### src/rtl/core/ctss_pkg.sv
// ctss_pkg: shared widths, constants and segment tables for the clock time serializer
// no dependencies; used by ctss_encode, ctss_serialize and the top level
`timescale 1ns / 1ps
`default_nettype none

package ctss_pkg;

    localparam int HOURS_W    = 4;
    localparam int MINUTES_W  = 6;
    localparam int FRAME_BITS = 32;
    localparam int CNT_W      = $clog2(FRAME_BITS + 1);
    localparam int S_TDATA_W  = 16;
    localparam int M_TDATA_W  = 8;

    // reciprocal multiply for divide by ten, exact for values below 80 in the 14-bit product
    localparam int DIV10_MUL   = 205;
    localparam int DIV10_SHIFT = 11;
    localparam int DIV10_PROD_W = 14;

    typedef logic [7:0] seg_byte_t;

    // seven-segment patterns for digits 0 to 9
    localparam seg_byte_t SEG_DIGIT [10] = '{
        8'h7E, 8'h30, 8'h6D, 8'h79, 8'h33,
        8'h5B, 8'h5F, 8'h70, 8'h7F, 8'h7B
    };

    // leading byte, index bit 0 = hours tens, bit 1 = pm
    localparam seg_byte_t LEAD_BYTE [4] = '{8'h10, 8'h30, 8'h18, 8'h38};

    // handshake between the input stage and the serializer
    typedef struct packed {
        logic                    valid;
        logic [FRAME_BITS-1:0]   bits;
    } frame_req_t;

endpackage

`default_nettype wire

### src/rtl/core/ctss_encode.sv
// ctss_encode: input register plus digit split and segment table lookup
// depends on ctss_pkg
`timescale 1ns / 1ps
`default_nettype none

module ctss_encode
(
    input  wire logic                           clk,
    input  wire logic                           rst_n,
    input  wire logic                           in_valid,
    output logic                                in_ready,
    input  wire logic [ctss_pkg::HOURS_W-1:0]   hours,
    input  wire logic [ctss_pkg::MINUTES_W-1:0] minutes,
    input  wire logic                           is_pm,
    output ctss_pkg::frame_req_t                frame_req,
    input  wire logic                           frame_ready
);

    logic                           hold_valid_reg;
    logic [ctss_pkg::HOURS_W-1:0]   hours_reg;
    logic [ctss_pkg::MINUTES_W-1:0] minutes_reg;
    logic                           is_pm_reg;

    logic                                  h_tens;
    logic [3:0]                            h_ones;
    logic [ctss_pkg::DIV10_PROD_W-1:0]     m_prod;
    logic [2:0]                            m_tens;
    logic [ctss_pkg::MINUTES_W-1:0]        m_tens_x10;
    logic [ctss_pkg::MINUTES_W-1:0]        m_diff;
    logic [3:0]                            m_ones;

    assign in_ready = !hold_valid_reg || frame_ready;

    always_ff @(posedge clk or negedge rst_n)
    begin
        if (!rst_n)
        begin
            hold_valid_reg <= 1'b0;
        end
        else if (in_ready)
        begin
            hold_valid_reg <= in_valid;
        end
    end

    always_ff @(posedge clk)
    begin
        if (in_valid && in_ready)
        begin
            hours_reg   <= hours;
            minutes_reg <= minutes;
            is_pm_reg   <= is_pm;
        end
    end

    // hours split by one compare
    assign h_tens = (hours_reg >= 4'd10);
    assign h_ones = h_tens ? (hours_reg - 4'd10) : hours_reg;

    // minutes split by reciprocal multiply
    assign m_prod     = ctss_pkg::DIV10_PROD_W'(minutes_reg)
                        * ctss_pkg::DIV10_PROD_W'(ctss_pkg::DIV10_MUL);
    assign m_tens     = m_prod[ctss_pkg::DIV10_SHIFT +: 3];
    assign m_tens_x10 = ctss_pkg::MINUTES_W'(m_tens) * ctss_pkg::MINUTES_W'(10);
    assign m_diff     = minutes_reg - m_tens_x10;
    assign m_ones     = m_diff[3:0];

    always_comb
    begin
        frame_req.valid       = hold_valid_reg;
        frame_req.bits[7:0]   = ctss_pkg::LEAD_BYTE[{is_pm_reg, h_tens}];
        frame_req.bits[15:8]  = ctss_pkg::SEG_DIGIT[h_ones];
        frame_req.bits[23:16] = ctss_pkg::SEG_DIGIT[{1'b0, m_tens}];
        frame_req.bits[31:24] = ctss_pkg::SEG_DIGIT[m_ones];
    end

endmodule

`default_nettype wire

### src/rtl/core/ctss_serialize.sv
// ctss_serialize: frame shift register, bit counter and output register
// depends on ctss_pkg
`timescale 1ns / 1ps
`default_nettype none

module ctss_serialize
(
    input  wire logic                 clk,
    input  wire logic                 rst_n,
    input  wire ctss_pkg::frame_req_t frame_req,
    output logic                      frame_ready,
    output logic                      out_valid,
    input  wire logic                 out_ready,
    output logic                      out_data_bit,
    output logic                      out_store_pulse,
    output logic                      out_last
);

    logic [ctss_pkg::FRAME_BITS-1:0] frame_reg;
    logic [ctss_pkg::FRAME_BITS-1:0] frame_next;
    logic [ctss_pkg::CNT_W-1:0]      cnt_reg;
    logic [ctss_pkg::CNT_W-1:0]      cnt_next;
    logic                            busy_reg;
    logic                            busy_next;
    logic                            valid_reg;
    logic                            valid_next;
    logic                            data_reg;
    logic                            data_next;
    logic                            store_reg;
    logic                            store_next;

    logic advance;
    logic at_strobe;
    logic done_now;
    logic load;

    assign advance     = !valid_reg || out_ready;
    assign at_strobe   = (cnt_reg == ctss_pkg::CNT_W'(ctss_pkg::FRAME_BITS));
    assign done_now    = busy_reg && advance && at_strobe;
    assign frame_ready = !busy_reg || done_now;
    assign load        = frame_req.valid && frame_ready;

    always_comb
    begin
        frame_next = frame_reg;
        cnt_next   = cnt_reg;
        busy_next  = busy_reg;
        valid_next = valid_reg;
        data_next  = data_reg;
        store_next = store_reg;

        if (advance)
        begin
            valid_next = busy_reg;
            if (busy_reg)
            begin
                data_next  = at_strobe ? 1'b0 : frame_reg[0];
                store_next = at_strobe;
                frame_next = frame_reg >> 1;
                cnt_next   = cnt_reg + ctss_pkg::CNT_W'(1);
                if (at_strobe)
                begin
                    busy_next = 1'b0;
                end
            end
        end

        if (load)
        begin
            frame_next = frame_req.bits;
            cnt_next   = '0;
            busy_next  = 1'b1;
        end
    end

    always_ff @(posedge clk or negedge rst_n)
    begin
        if (!rst_n)
        begin
            busy_reg  <= 1'b0;
            valid_reg <= 1'b0;
            cnt_reg   <= '0;
        end
        else
        begin
            busy_reg  <= busy_next;
            valid_reg <= valid_next;
            cnt_reg   <= cnt_next;
        end
    end

    always_ff @(posedge clk)
    begin
        frame_reg <= frame_next;
        data_reg  <= data_next;
        store_reg <= store_next;
    end

    assign out_valid       = valid_reg;
    assign out_data_bit    = data_reg;
    assign out_store_pulse = store_reg;
    assign out_last        = store_reg;

`ifndef ASSERT_OFF
    a_strobe_zero: assert property (@(posedge clk) disable iff (!rst_n)
        (valid_reg && store_reg) |-> !data_reg)
        else $error("strobe result carries a data bit");

    a_cnt_range: assert property (@(posedge clk) disable iff (!rst_n)
        busy_reg |-> (cnt_reg <= ctss_pkg::CNT_W'(ctss_pkg::FRAME_BITS)))
        else $error("bit counter past frame end");

    a_load_start: assert property (@(posedge clk) disable iff (!rst_n)
        load |=> (busy_reg && cnt_reg == '0))
        else $error("frame load did not restart the counter");

    a_strobe_ends: assert property (@(posedge clk) disable iff (!rst_n)
        done_now && !load |=> !busy_reg)
        else $error("serializer still busy after strobe");
`endif

endmodule

`default_nettype wire

### src/rtl/core/clock_time_to_segment_serializer.sv
// clock_time_to_segment_serializer: top level, time request in, serial frame out
// depends on ctss_pkg, ctss_encode and ctss_serialize
`timescale 1ns / 1ps
`default_nettype none

// channel  | signals                           | content
// ---------+-----------------------------------+--------------------------------------
// s_axis   | s_tvalid s_tready s_tdata[15:0]   | hours, minutes, is_pm per request
// m_axis   | m_tvalid m_tready m_tdata[7:0]    | data_bit, tuser = store_pulse,
//          | m_tuser m_tlast                   | tlast on the latch strobe
//
// each request yields 33 results: 32 frame bits (lead byte first, lsb first)
// and one latch strobe, one result per cycle while m_tready is high
// sustained rate is set by the single frame shift register
// the input register takes the next request while the current frame shifts,
// and it is handed over in the cycle the strobe leaves, so frames run back to back
// rst_n clears the valid flags and the bit counter; a low m_tready stalls the
// shifter, and the input side stalls once its register is also full

module clock_time_to_segment_serializer
(
    input  wire logic        clk,
    input  wire logic        rst_n,
    input  wire logic        s_tvalid,
    output logic             s_tready,
    input  wire logic [15:0] s_tdata,   // hours[3:0], minutes[9:4], is_pm[10], zero[15:11]
    output logic             m_tvalid,
    input  wire logic        m_tready,
    output logic [7:0]       m_tdata,   // data_bit[0], zero[7:1]
    output logic             m_tuser,   // store_pulse[0]
    output logic             m_tlast
);

    ctss_pkg::frame_req_t frame_req;
    logic                 frame_ready;
    logic                 data_bit;

    // input register and digit encoding
    ctss_encode u_encode
    (
        .clk         (clk),
        .rst_n       (rst_n),
        .in_valid    (s_tvalid),
        .in_ready    (s_tready),
        .hours       (s_tdata[3:0]),
        .minutes     (s_tdata[9:4]),
        .is_pm       (s_tdata[10]),
        .frame_req   (frame_req),
        .frame_ready (frame_ready)
    );

    // frame shifter with registered result
    ctss_serialize u_serialize
    (
        .clk             (clk),
        .rst_n           (rst_n),
        .frame_req       (frame_req),
        .frame_ready     (frame_ready),
        .out_valid       (m_tvalid),
        .out_ready       (m_tready),
        .out_data_bit    (data_bit),
        .out_store_pulse (m_tuser),
        .out_last        (m_tlast)
    );

    assign m_tdata = {7'b0, data_bit};

endmodule

`default_nettype wire

### config.mk
export PLATFORM = sky130hd
export DESIGN_NAME = clock_time_to_segment_serializer
export DESIGN_NICKNAME = d
export VERILOG_FILES = /design/src/rtl/core/ctss_pkg.sv /design/src/rtl/core/ctss_encode.sv /design/src/rtl/core/ctss_serialize.sv /design/src/rtl/core/clock_time_to_segment_serializer.sv
export SDC_FILE = /design/constraint.sdc
export NUM_CORES = 1
export LEC_CHECK = 0
export ABC_AREA = 1
export BUFFER_PORTS_ARGS = -buffer_cell sky130_fd_sc_hd__buf_2
export CAP_MARGIN = 15
export CORE_MARGIN = 8
export CORE_UTILIZATION = 50
export DETAILED_ROUTE_END_ITERATION = 6
export MAX_ROUTING_LAYER = met4
export PLACE_DENSITY = 0.75
export SLEW_MARGIN = 30
export SYNTH_ARGS = -nofsm -noshare
export SYNTH_HDL_FRONTEND = slang
export SYNTH_SLANG_ARGS = --single-unit
export TNS_END_PERCENT = 20
### constraint.sdc
create_clock -name clk -period 6.3 [get_ports clk]
set_input_delay 0.945 -clock clk [delete_from_list [all_inputs] [get_ports clk]]
set_output_delay 0.945 -clock clk [all_outputs]
set_load 0.01 [all_outputs]
Word-level counts from Yosys, hierarchy flattened. Memories as Yosys holds them, arrays and structs flattened. Cells that the tools add are included.

Reductions and logical operators: 14. Add/sub/neg operators: 3. Multiply operators: 2. Equal/unequal tests: 1. Mux-type cells: 20. Order comparisons: 5. Bitwise logic cells: 4.

Operators with widths (number): $mux W32 (3); $mux W8 (8); $mux W6 (3); $bmux W8 S2 (1); $ge A5 B5 Y1 const B (3); $mul A6 B8 Y14 const B (1); $not A4 Y5 (2); $add A6 B1 Y6 const B (1); $eq A6 B6 Y1 const B (1); $not A3 Y5 (1); $ge A4 B4 Y1 const B (1); $logic_and A1 B1 Y1 (4); $mux W1 (4); $mux W4 (1); $reduce_and A2 Y1 (2); $reduce_bool A2 Y1 (2); $sub A4 B4 Y4 (1); $sub A4 B4 Y4 const B (1); $ge A3 B3 Y1 const B (1); $logic_not A1 Y1 (3); $logic_or A1 B1 Y1 (3); $mul A3 B3 Y3 const B (1); $not A2 Y3 (1).

Output and inout bits: 12. Memory bits (read-only): 384. Word-level logic and storage cells: 62. Memories kept: 3. Register bits: 54.

Memory list: (no name shown) (words 16, bits a word 8, read ports 1, clocked after memory_dff 0, write ports 0, RTL line ctss_encode.sv:72) `frame_req.bits[15:8] = ctss_pkg::SEG_DIGIT[h_ones];`; (no name shown) (words 16, bits a word 8, read ports 1, clocked after memory_dff 0, write ports 0, RTL line ctss_encode.sv:73) `frame_req.bits[23:16] = ctss_pkg::SEG_DIGIT[{1'b0, m_tens}];`; (no name shown) (words 16, bits a word 8, read ports 1, clocked after memory_dff 0, write ports 0, RTL line ctss_encode.sv:74) `frame_req.bits[31:24] = ctss_pkg::SEG_DIGIT[m_ones];`.

Logic depth before layout (Yosys ltp). Gate-level depths: netlist of the first run.

Word-level depth: 8. Gate-level depth with buffers: 23.

Cells and area by module. Synthesis of the first run repeated with hierarchy kept, for this count alone.

Cells, all modules: 462. Area total of the unflattened synthesis: 3876.2 um2.

By module, submodules not included: ctss_serialize (cells an instance 211, instances 1, area each 1998.2 um2); ctss_encode (cells an instance 242, instances 1, area each 1814.2 um2); clock_time_to_segment_serializer (cells an instance 9, instances 1, area each 63.8 um2).

Worst setup path after synthesis of the first run. No wires, ideal clock.

Path type: flip-flop to flip-flop. Start point: reg u_encode.minutes_reg[0] in the netlist's numbering. End point: reg u_serialize.frame_reg[27] in the netlist's numbering (data pin). Path buffers: 0. Data arrival time: 3.522 ns. Cell stages (with the launch flop): 17. Slack: 2.526 ns. Data required time: 6.048 ns. Path through: edfxtp_1 -> ha_1 -> fa_1 -> fa_1 -> ha_1 -> a21oi_1 -> nor2_1 -> nor2_2 -> nand2_1 -> nand2_1 -> nand2_2 -> ha_1 -> ha_1 -> a21oi_1 -> nand2_1 -> o22ai_2 -> inv_2.

Word-level cells in the longest chain between the ends: 8.

Ends and longest elaborated chain: start: declaration (RTL line ctss_encode.sv:21) `logic [ctss_pkg::MINUTES_W-1:0] minutes_reg;`; start signal: assignment (RTL line ctss_encode.sv:51) `minutes_reg <= minutes;`; $mul A6 B8 Y14 (RTL line ctss_encode.sv:62) `* ctss_pkg::DIV10_PROD_W'(ctss_pkg::DIV10_MUL);`; $mul A3 B3 Y3 (RTL line ctss_encode.sv:64) `assign m_tens_x10 = ctss_pkg::MINUTES_W'(m_tens) * ctss_pkg::MINUTES_W'(10);`; $sub A4 B4 Y4 * (RTL line ctss_encode.sv:65) `assign m_diff = minutes_reg - m_tens_x10;`; $not A4 Y5 (not written as such) * (RTL line ctss_encode.sv:74); $mem_v2 Z16 W8 *; $mux W8 (not written as such) * (2 in a row) (RTL line ctss_encode.sv:74); $mux W32 * (RTL line ctss_serialize.sv:68) `if (load)`; named net u_serialize.frame_next (one bit) (RTL line ctss_serialize.sv:20) `logic [ctss_pkg::FRAME_BITS-1:0] frame_next;`; end signal: assignment (RTL line ctss_serialize.sv:94) `frame_reg <= frame_next;`; end: declaration (RTL line ctss_serialize.sv:19) `logic [ctss_pkg::FRAME_BITS-1:0] frame_reg;`.

Mark *: on every way through the listed nets, which the timed path passes. The rest lies on a longest branch. The select of a mux whose other input is x is not followed. A chain may end at the register's enable or synchronous reset.

Worst setup path in the final report of the first run. Ends and elaborated chain as after synthesis.

==> summary.log, run 1 <==
qor: sta.final.setup.tns 0 ns
qor: detailed_routing.drt_first_pass_iters 4
qor: clock_tree.total_clock_buffers_created_by_cts 5
qor: clock_tree.htree_levels 2
qor: clock_tree.clock_sink_count 53
qor: floorplan.dieArea 10100 um2
qor: global_routing.grt_start_max_net_pins 45
qor: global_routing.grt.total_usage 0.130
qor: sta.finClkSkew 0.00963 ns
qor: place.numPortBuffers 19
qor: setup_path.criticalPathCategory reg2reg
qor: global_routing.grt_pass1_wl 10300 um
qor: job.cap_violations 0
qor: sta.hold_violations 0
qor: floorplan.ios 32
qor: floorplan.start_util 0.503
qor: finish.post_layout_nets 472
qor: place.finalWeightedCongestion 0.900
qor: floorplan.standard_cell_core_area 7100 um2
qor: sta.holdWs 0.472 ns
qor: finish.largest_reg_flops 31
qor: detailed_routing.avgRoutedWirePerCell 11.6 um
qor: finish.commonest_cells_after_routing_fill_and_taps_aside sky130_fd_sc_hd__nand2_1 (76), sky130_fd_sc_hd__inv_1 (61), sky130_fd_sc_hd__edfxtp_1 (44)
qor: finish.layout.cells.most_common sky130_fd_sc_hd__nand2_1
qor: clock_tree.root_buf_cell sky130_fd_sc_hd__clkbuf_8
qor: finish.final_cells 506
qor: setup_path.setup.worst_path.end u_serialize.frame_reg[27]
qor: hold_path.timing.hold.worst.class in2async
qor: detailed_routing.total_number_of_vias 2461
qor: setup_path.timing_startpoint_of_the_critical_path u_encode.minutes_reg[0]
qor: setup_path.r2r-start u_encode.minutes_reg[0]
qor: pwr.post-layout-total-power 1410 uW
qor: pwr.vdd_drop_max 0.259 mV
qor: finish.layout-drive-gt1-share 0.170
qor: detailed_routing.routed_wl 5860 um
qor: sta.max_clock_freq 241 MHz
qor: clock_tree.postCtsHoldBufs 0
qor: yosys.synth.yosys.seq_area_share 0.433
qor: setup_path.regToRegSetupSlack 2.15 ns
qor: sta.report.final.slew_viol_count 0
qor: clock_tree.clkSlewWorstSetupHoldPaths 0.10 ns
qor: yosys.post_synth_inst_count 386
qor: yosys.yosysWarnings 0
qor: setup_path.critical_path.max_fanout 7
qor: yosys.synth_area_per_cell 9.25 um2
qor: detailed_routing.remaining_number_of_nets_flagged_by_the_antenna_check_after_routing 0
qor: yosys.syn-cell-area 3570 um2
qor: global_routing.overflow 0
qor: yosys.post_synth_num_cell_types 36
qor: floorplan.fp.dieW 101 um
qor: clock_tree.cts_setup_buffers 0
qor: global_routing.grt_antenna_before_repair 0
qor: floorplan.die_y 101 um
qor: place.dpl.cell_count 497
qor: run_status.run_status complete, no violations
qor: floorplan.core.rowCount 31
qor: yosys.postSynthRegisterBits 53
qor: global_routing.first_global_vias 2441
qor: setup_path.reg2reg_depth 16
qor: setup_path.setup.worst_path.start_class register
qor: finish.syn_to_final_growth 7.67%
qor: sta.post-route-period-util 0.659
qor: detailed_routing.routed_via_density 4.86
qor: detailed_routing.detail_route.iter0.violations 156
qor: setup_path.worst_ep_arrival_time 4.21 ns
qor: pwr.standby_leakage_power 0.00189 uW
qor: clock_tree.worstSkewPairLatency 0.30 ns
qor: setup_path.cp.required 6.36 ns
qor: finish.filler_cell_count 648
qor: sta.period_needed 4.15 ns
qor: setup_path.endpoint_kind register
qor: detailed_routing.drc 0
qor: setup_path.r2r_end u_serialize.frame_reg[27]
qor: pwr.power_density 367 nW/um2
qor: sta.grt_setup_unrepaired no
qor: sta.final-setup-viol-count 0
qor: finish.insertedDiodeCount 0
qor: place.half_perimeter_wire_length_after_placement 4540 um
qor: clock_tree.tritoncts done
qor: clock_tree.clk_path_buf_depth 2
qor: clock_tree.cts.repair.resized 0
[cells by family (layout without fill, tap and decap cells)]
group | after synthesis | in the layout | synth area share
buffers and inverters | 84 | 99 | 0.101
AO/OA/AOI/OAI | 39 | 39 | 0.0778
adder cells (fa/ha/maj) | 46 | 46 | 0.174
other | 1 | 7 | 0.00105
XOR/XNOR | 2 | 2 | 0.00490
flip-flops | 53 | 53 | 0.433
AND/OR/NAND/NOR | 161 | 161 | 0.208
[layer usage]
metal | wire, um | up-vias | track usage
met5 | 0 | - | -
met4 | 72 | 0 | 0.0442
met3 | 214 | 5 | 0.0283
met2 | 2770 | 35 | 0.218
met1 | 2800 | 1134 | 0.150
li1 | - | 1287 | -
[synthesized netlist by cell type]
cell type	n	area share
sky130_fd_sc_hd__nand2_4	4	0.013
sky130_fd_sc_hd__o211ai_1	2	0.0042
sky130_fd_sc_hd__a31oi_1	3	0.0053
sky130_fd_sc_hd__fa_1	6	0.034
sky130_fd_sc_hd__or2_2	3	0.0053
sky130_fd_sc_hd__a41oi_1	4	0.0098
sky130_fd_sc_hd__o21ai_2	1	0.0025
sky130_fd_sc_hd__a21oi_4	1	0.0046
sky130_fd_sc_hd__nor2_2	1	0.0018
sky130_fd_sc_hd__ha_1	40	0.14
sky130_fd_sc_hd__nand3_2	1	0.0028
sky130_fd_sc_hd__nor3_1	1	0.0014
sky130_fd_sc_hd__nor2_1	33	0.035
sky130_fd_sc_hd__nor3_2	1	0.0028
sky130_fd_sc_hd__edfxtp_1	44	0.37
sky130_fd_sc_hd__nand3_1	22	0.031
sky130_fd_sc_hd__nor3b_1	1	0.0021
sky130_fd_sc_hd__dfrtp_1	9	0.063
sky130_fd_sc_hd__conb_1	1	0.0010
sky130_fd_sc_hd__buf_6	1	0.0032
sky130_fd_sc_hd__o21ai_0	10	0.014
sky130_fd_sc_hd__xor2_1	1	0.0025
sky130_fd_sc_hd__inv_2	9	0.0095
sky130_fd_sc_hd__buf_2	4	0.0056
sky130_fd_sc_hd__nand4_1	4	0.0070
sky130_fd_sc_hd__buf_4	9	0.019
sky130_fd_sc_hd__inv_1	61	0.064
sky130_fd_sc_hd__o21bai_1	1	0.0021
sky130_fd_sc_hd__o221ai_1	1	0.0025
sky130_fd_sc_hd__xnor2_1	1	0.0025
sky130_fd_sc_hd__o22ai_2	5	0.018
sky130_fd_sc_hd__nand2_1	76	0.080
sky130_fd_sc_hd__nor2_4	2	0.0063
sky130_fd_sc_hd__a21oi_1	9	0.013
sky130_fd_sc_hd__nand2_2	12	0.021
sky130_fd_sc_hd__o21ai_1	2	0.0028
[report_power, final]
group	total [uW]	leakage [uW]	internal [uW]	switching (uW)
Clock	199	0.0000512	89.3	110
Combinational	736	0.00132	271	466
Sequential	476	0.000522	443	32.9
Total	1410	0.00189	803	609
[cell type report]
class	instances	area, um2	share of cell area
multi-input cells	255	1690	0.439
flip-flops and latches	53	1550	0.402
inverters	70	263	0.0683
repair buffers	21	130	0.0338
well taps	99	124	0.0322
clock buffers	6	82.6	0.0215
clock inverters	2	13.8	0.00358
[worst max-delay path: stages (launching register included)]
cell and delay, ns:
sky130_fd_sc_hd__edfxtp_1 0.54, sky130_fd_sc_hd__ha_1 0.39, sky130_fd_sc_hd__fa_1 0.40, sky130_fd_sc_hd__fa_1 0.50, sky130_fd_sc_hd__ha_1 0.35, sky130_fd_sc_hd__a21oi_1 0.20
sky130_fd_sc_hd__nor2_1 0.07, sky130_fd_sc_hd__nor2_2 0.12, sky130_fd_sc_hd__nand2_1 0.08, sky130_fd_sc_hd__nand2_1 0.07, sky130_fd_sc_hd__nand2_2 0.09, sky130_fd_sc_hd__ha_1 0.37
sky130_fd_sc_hd__ha_1 0.30, sky130_fd_sc_hd__a21oi_1 0.18, sky130_fd_sc_hd__nand2_1 0.09, sky130_fd_sc_hd__o22ai_2 0.12, sky130_fd_sc_hd__inv_2 0.03
[through the flow]
step / utilization / cell area, um2 / setup WS, ns
after global routing: 0.542 / 3850 / 1.94
after detailed placement: 0.524 / 3720 / 2.13
final: 0.542 / 3850 / 2.15
after CTS: 0.538 / 3820 / 2.12
after global placement: 0.524 / 3720 / 2.23
after floorplan: - / 3590 / 2.53
[how the worst min path moves through the flow]
stage	from	endpoint	slack, ns	depth (start not counted)
5_1_grt	rst_n	u_serialize.cnt_reg[4]	0.47	1
2_1_floorplan	u_serialize.cnt_reg[5]	u_serialize.cnt_reg[5]	0.43	1
3_5_place_dp	u_serialize.cnt_reg[5]	u_serialize.cnt_reg[5]	0.47	1
4_1_cts	rst_n	u_serialize.cnt_reg[4]	0.47	1
6_report	rst_n	u_serialize.cnt_reg[0]	0.47	1
3_3_place_gp	u_serialize.cnt_reg[5]	u_serialize.cnt_reg[5]	0.45	1
Note: power is estimated with default switching activity, not from simulation.
==> inputs of run 2 (changes only) <==
Clock period 6.3 ns to 4.1 ns, I/O delays scaled along.
==> summary.log, run 2 (same netlist as run 1, synthesis figures left out) <==
qor: clock_tree.root_buf_cell sky130_fd_sc_hd__clkbuf_8 [unchanged]
qor: pwr.p_seq_frac 0.317 [was 0.337]
qor: detailed_routing.drt_first_pass_iters 4 [unchanged]
qor: clock_tree.clock_sink_count 53 [unchanged]
qor: sta.period_needed 3.86 ns [was 4.15 ns]
qor: floorplan.core.rowCount 31 [unchanged]
qor: run_status.run_status complete, no violations [unchanged]
qor: setup_path.cp.required 4.18 ns [was 6.36 ns]
qor: sta.layout_setup_ws 0.242 ns [was 2.15 ns]
qor: detailed_routing.routed_wl 6120 um [was 5860 um]
qor: place.numPortBuffers 19 [unchanged]
qor: detailed_routing.detail_route.iter0.violations 120 [was 156]
qor: pwr.power_density 585 nW/um2 [was 367 nW/um2]
qor: sta.hold_violations 0 [unchanged]
qor: finish.final_cells 511 [was 506]
qor: finish.layout.cells.most_common sky130_fd_sc_hd__nand2_1 [unchanged]
qor: detailed_routing.total_number_of_vias 2541 [was 2461]
qor: global_routing.grt_antenna_before_repair 0 [unchanged]
qor: clock_tree.clk_path_buf_depth 2 [unchanged]
qor: setup_path.critical_path.max_fanout 5 [was 7]
qor: place.dpl.cell_count 502 [was 497]
qor: global_routing.first_global_vias 2555 [was 2441]
qor: setup_path.endpoint_kind register [unchanged]
qor: floorplan.die_y 101 um [unchanged]
qor: setup_path.worst_ep_arrival_time 3.93 ns [was 4.21 ns]
qor: pwr.power.clock.fraction 0.153 [was 0.141]
qor: sta.max_slew.worst_pin.slew 0.587 ns
qor: detailed_routing.routed_via_density 4.97 [was 4.86]
qor: pwr.cell_internal_pwr 1310 uW [was 803 uW]
qor: place.finalWeightedCongestion 0.903 [was 0.900]
qor: floorplan.ios 32 [unchanged]
qor: detailed_routing.remaining_number_of_nets_flagged_by_the_antenna_check_after_routing 0 [unchanged]
qor: setup_path.criticalPathCategory reg2reg [unchanged]
qor: finish.largest_reg_flops 31 [unchanged]
qor: detailed_routing.drc 0 [unchanged]
qor: floorplan.standard_cell_core_area 7100 um2 [unchanged]
qor: clock_tree.tritoncts done [unchanged]
qor: finish.insertedDiodeCount 0 [unchanged]
qor: finish.layout-drive-gt1-share 0.189 [was 0.170]
qor: finish.syn_to_final_growth 9.11% [was 7.67%]
qor: sta.holdWs 0.147 ns [was 0.472 ns]
qor: pwr.netSwitchingFraction 0.424 [was 0.431]
qor: global_routing.overflow 0 [unchanged]
qor: sta.post-route-period-util 0.941 [was 0.659]
qor: pwr.netsw 966 uW [was 609 uW]
qor: sta.max_clock_freq 259 MHz [was 241 MHz]
qor: clock_tree.htree_levels 2 [unchanged]
qor: clock_tree.clkSlewWorstSetupHoldPaths 0.10 ns [about the same]
qor: floorplan.start_util 0.503 [unchanged]
qor: setup_path.setup.worst_path.start_class register [unchanged]
qor: clock_tree.total_clock_buffers_created_by_cts 5 [unchanged]
qor: floorplan.dieArea 10100 um2 [unchanged]
qor: sta.worst_slew_margin_relative_to_its_limit 0.608
qor: finish.post-route-util 0.549 [was 0.542]
qor: sta.grt_setup_unrepaired yes [was no]
qor: sta.final-setup-viol-count 0 [unchanged]
qor: place.half_perimeter_wire_length_after_placement 4710 um [was 4540 um]
qor: floorplan.fp.dieW 101 um [unchanged]
qor: finish.commonest_cells_after_routing_fill_and_taps_aside sky130_fd_sc_hd__nand2_1 (75), sky130_fd_sc_hd__inv_1 (59), sky130_fd_sc_hd__edfxtp_1 (44) [was sky130_fd_sc_hd__nand2_1 (76), sky130_fd_sc_hd__inv_1 (61), sky130_fd_sc_hd__edfxtp_1 (44)]
qor: sta.finClkSkew 0.0116 ns [was 0.00963 ns]
qor: sta.report.final.slew_viol_count 0 [unchanged]
qor: finish.post_layout_nets 477 [was 472]
qor: clock_tree.postCtsHoldBufs 0 [unchanged]
qor: place.pre_cts_ws 0.0967 ns [was 2.13 ns]
qor: pwr.pwr-share-comb 0.530 [was 0.522]
qor: clock_tree.worstSkewPairLatency 0.30 ns [about the same]
qor: hold_path.timing.hold.worst.class in2async [unchanged]
qor: detailed_routing.avgRoutedWirePerCell 12.0 um [was 11.6 um]
qor: job.cap_violations 0 [unchanged]
qor: global_routing.grt_pass1_wl 10600 um [was 10300 um]
qor: pwr.standby_leakage_power 0.00192 uW [was 0.00189 uW]
qor: pwr.vdd_drop_max 0.339 mV [was 0.259 mV]
qor: global_routing.grt.total_usage 0.134 [was 0.130]
qor: global_routing.grt_start_max_net_pins 37 [was 45]
==> run 2: worst paths after layout <==
check | startpoint | endpoint | slack [ns] | depth (start not counted)
max | u_encode.minutes_reg[4] | u_serialize.frame_reg[24] | 0.24 | 20
min | rst_n | u_serialize.cnt_reg[4] | 0.15 | 1
max reg2reg | u_encode.minutes_reg[4] | u_serialize.frame_reg[24] | 0.24 | 20
min reg2reg | u_serialize.cnt_reg[5] | u_serialize.cnt_reg[5] | 0.47 | 1
max in group asynchronous | rst_n | u_encode.hold_valid_reg | 3.77 | 1
min in group clk | u_serialize.cnt_reg[5] | u_serialize.cnt_reg[5] | 0.47 | 1
==> run 2: stage by stage <==
step,instance area [um2],power [uW],setup TNS [ns]
floorplan,3590,1660,0
global placement,3760,1840,0
detailed placement,3760,1900,0
CTS,3870,2260,0
global route,3900,2500,-0.0104
finish,3900,2280,0
==> run 2: critical path: stages (launching register included) <==
cell and delay (ns):
sky130_fd_sc_hd__edfxtp_1 0.41, sky130_fd_sc_hd__inv_1 0.06, sky130_fd_sc_hd__ha_1 0.27, sky130_fd_sc_hd__inv_1 0.07, sky130_fd_sc_hd__fa_1 0.44, sky130_fd_sc_hd__fa_1 0.56
sky130_fd_sc_hd__ha_4 0.23, sky130_fd_sc_hd__nand2_1 0.10, sky130_fd_sc_hd__inv_1 0.05, sky130_fd_sc_hd__nand2_1 0.06, sky130_fd_sc_hd__nand2_1 0.06, sky130_fd_sc_hd__nand2_2 0.08
sky130_fd_sc_hd__nand3_2 0.10, sky130_fd_sc_hd__inv_2 0.07, sky130_fd_sc_hd__nand2_2 0.09, sky130_fd_sc_hd__xor2_1 0.16, sky130_fd_sc_hd__ha_1 0.34, sky130_fd_sc_hd__o21ai_1 0.14
sky130_fd_sc_hd__o211ai_1 0.14, sky130_fd_sc_hd__o22ai_2 0.17, sky130_fd_sc_hd__inv_2 0.03
==> run 2: timing repair <==
item                       in CTS  in global routing
buffers inserted                0                  1
setup endpoints to repair       0                  7
gates resized for setup         0                  6
==> run 2: metal layers <==
| layer | GRT usage | part of all wire |
|---|---|---|
| met1 | 0.149 | 0.45 |
| met2 | 0.231 | 0.50 |
| met3 | 0.0345 | 0.044 |
| met4 | 0.0453 | 0.013 |
| met5 | - | 0 |
==> run 2: layout make-up <==
class	instances	area, um2
fill	650	3200
sequential	53	1550
tap	99	124
timing repair buffer	26	148
inverter	70	263
clock inverter	2	38.8
clock buffer	6	72.6
multi-input combinational	255	1710
==> run 2: power groups by stage <==
| stage | sequential, uW | combinational, uW | clock (uW) |
|---|---|---|---|
| final | 724 | 1210 | 349 |
| after global routing | 732 | 1400 | 377 |
| after CTS | 724 | 1170 | 360 |
| after detailed placement | 736 | 1160 | 0 |
| after global placement | 731 | 1110 | 0 |
| after floorplan | 730 | 925 | 0 |
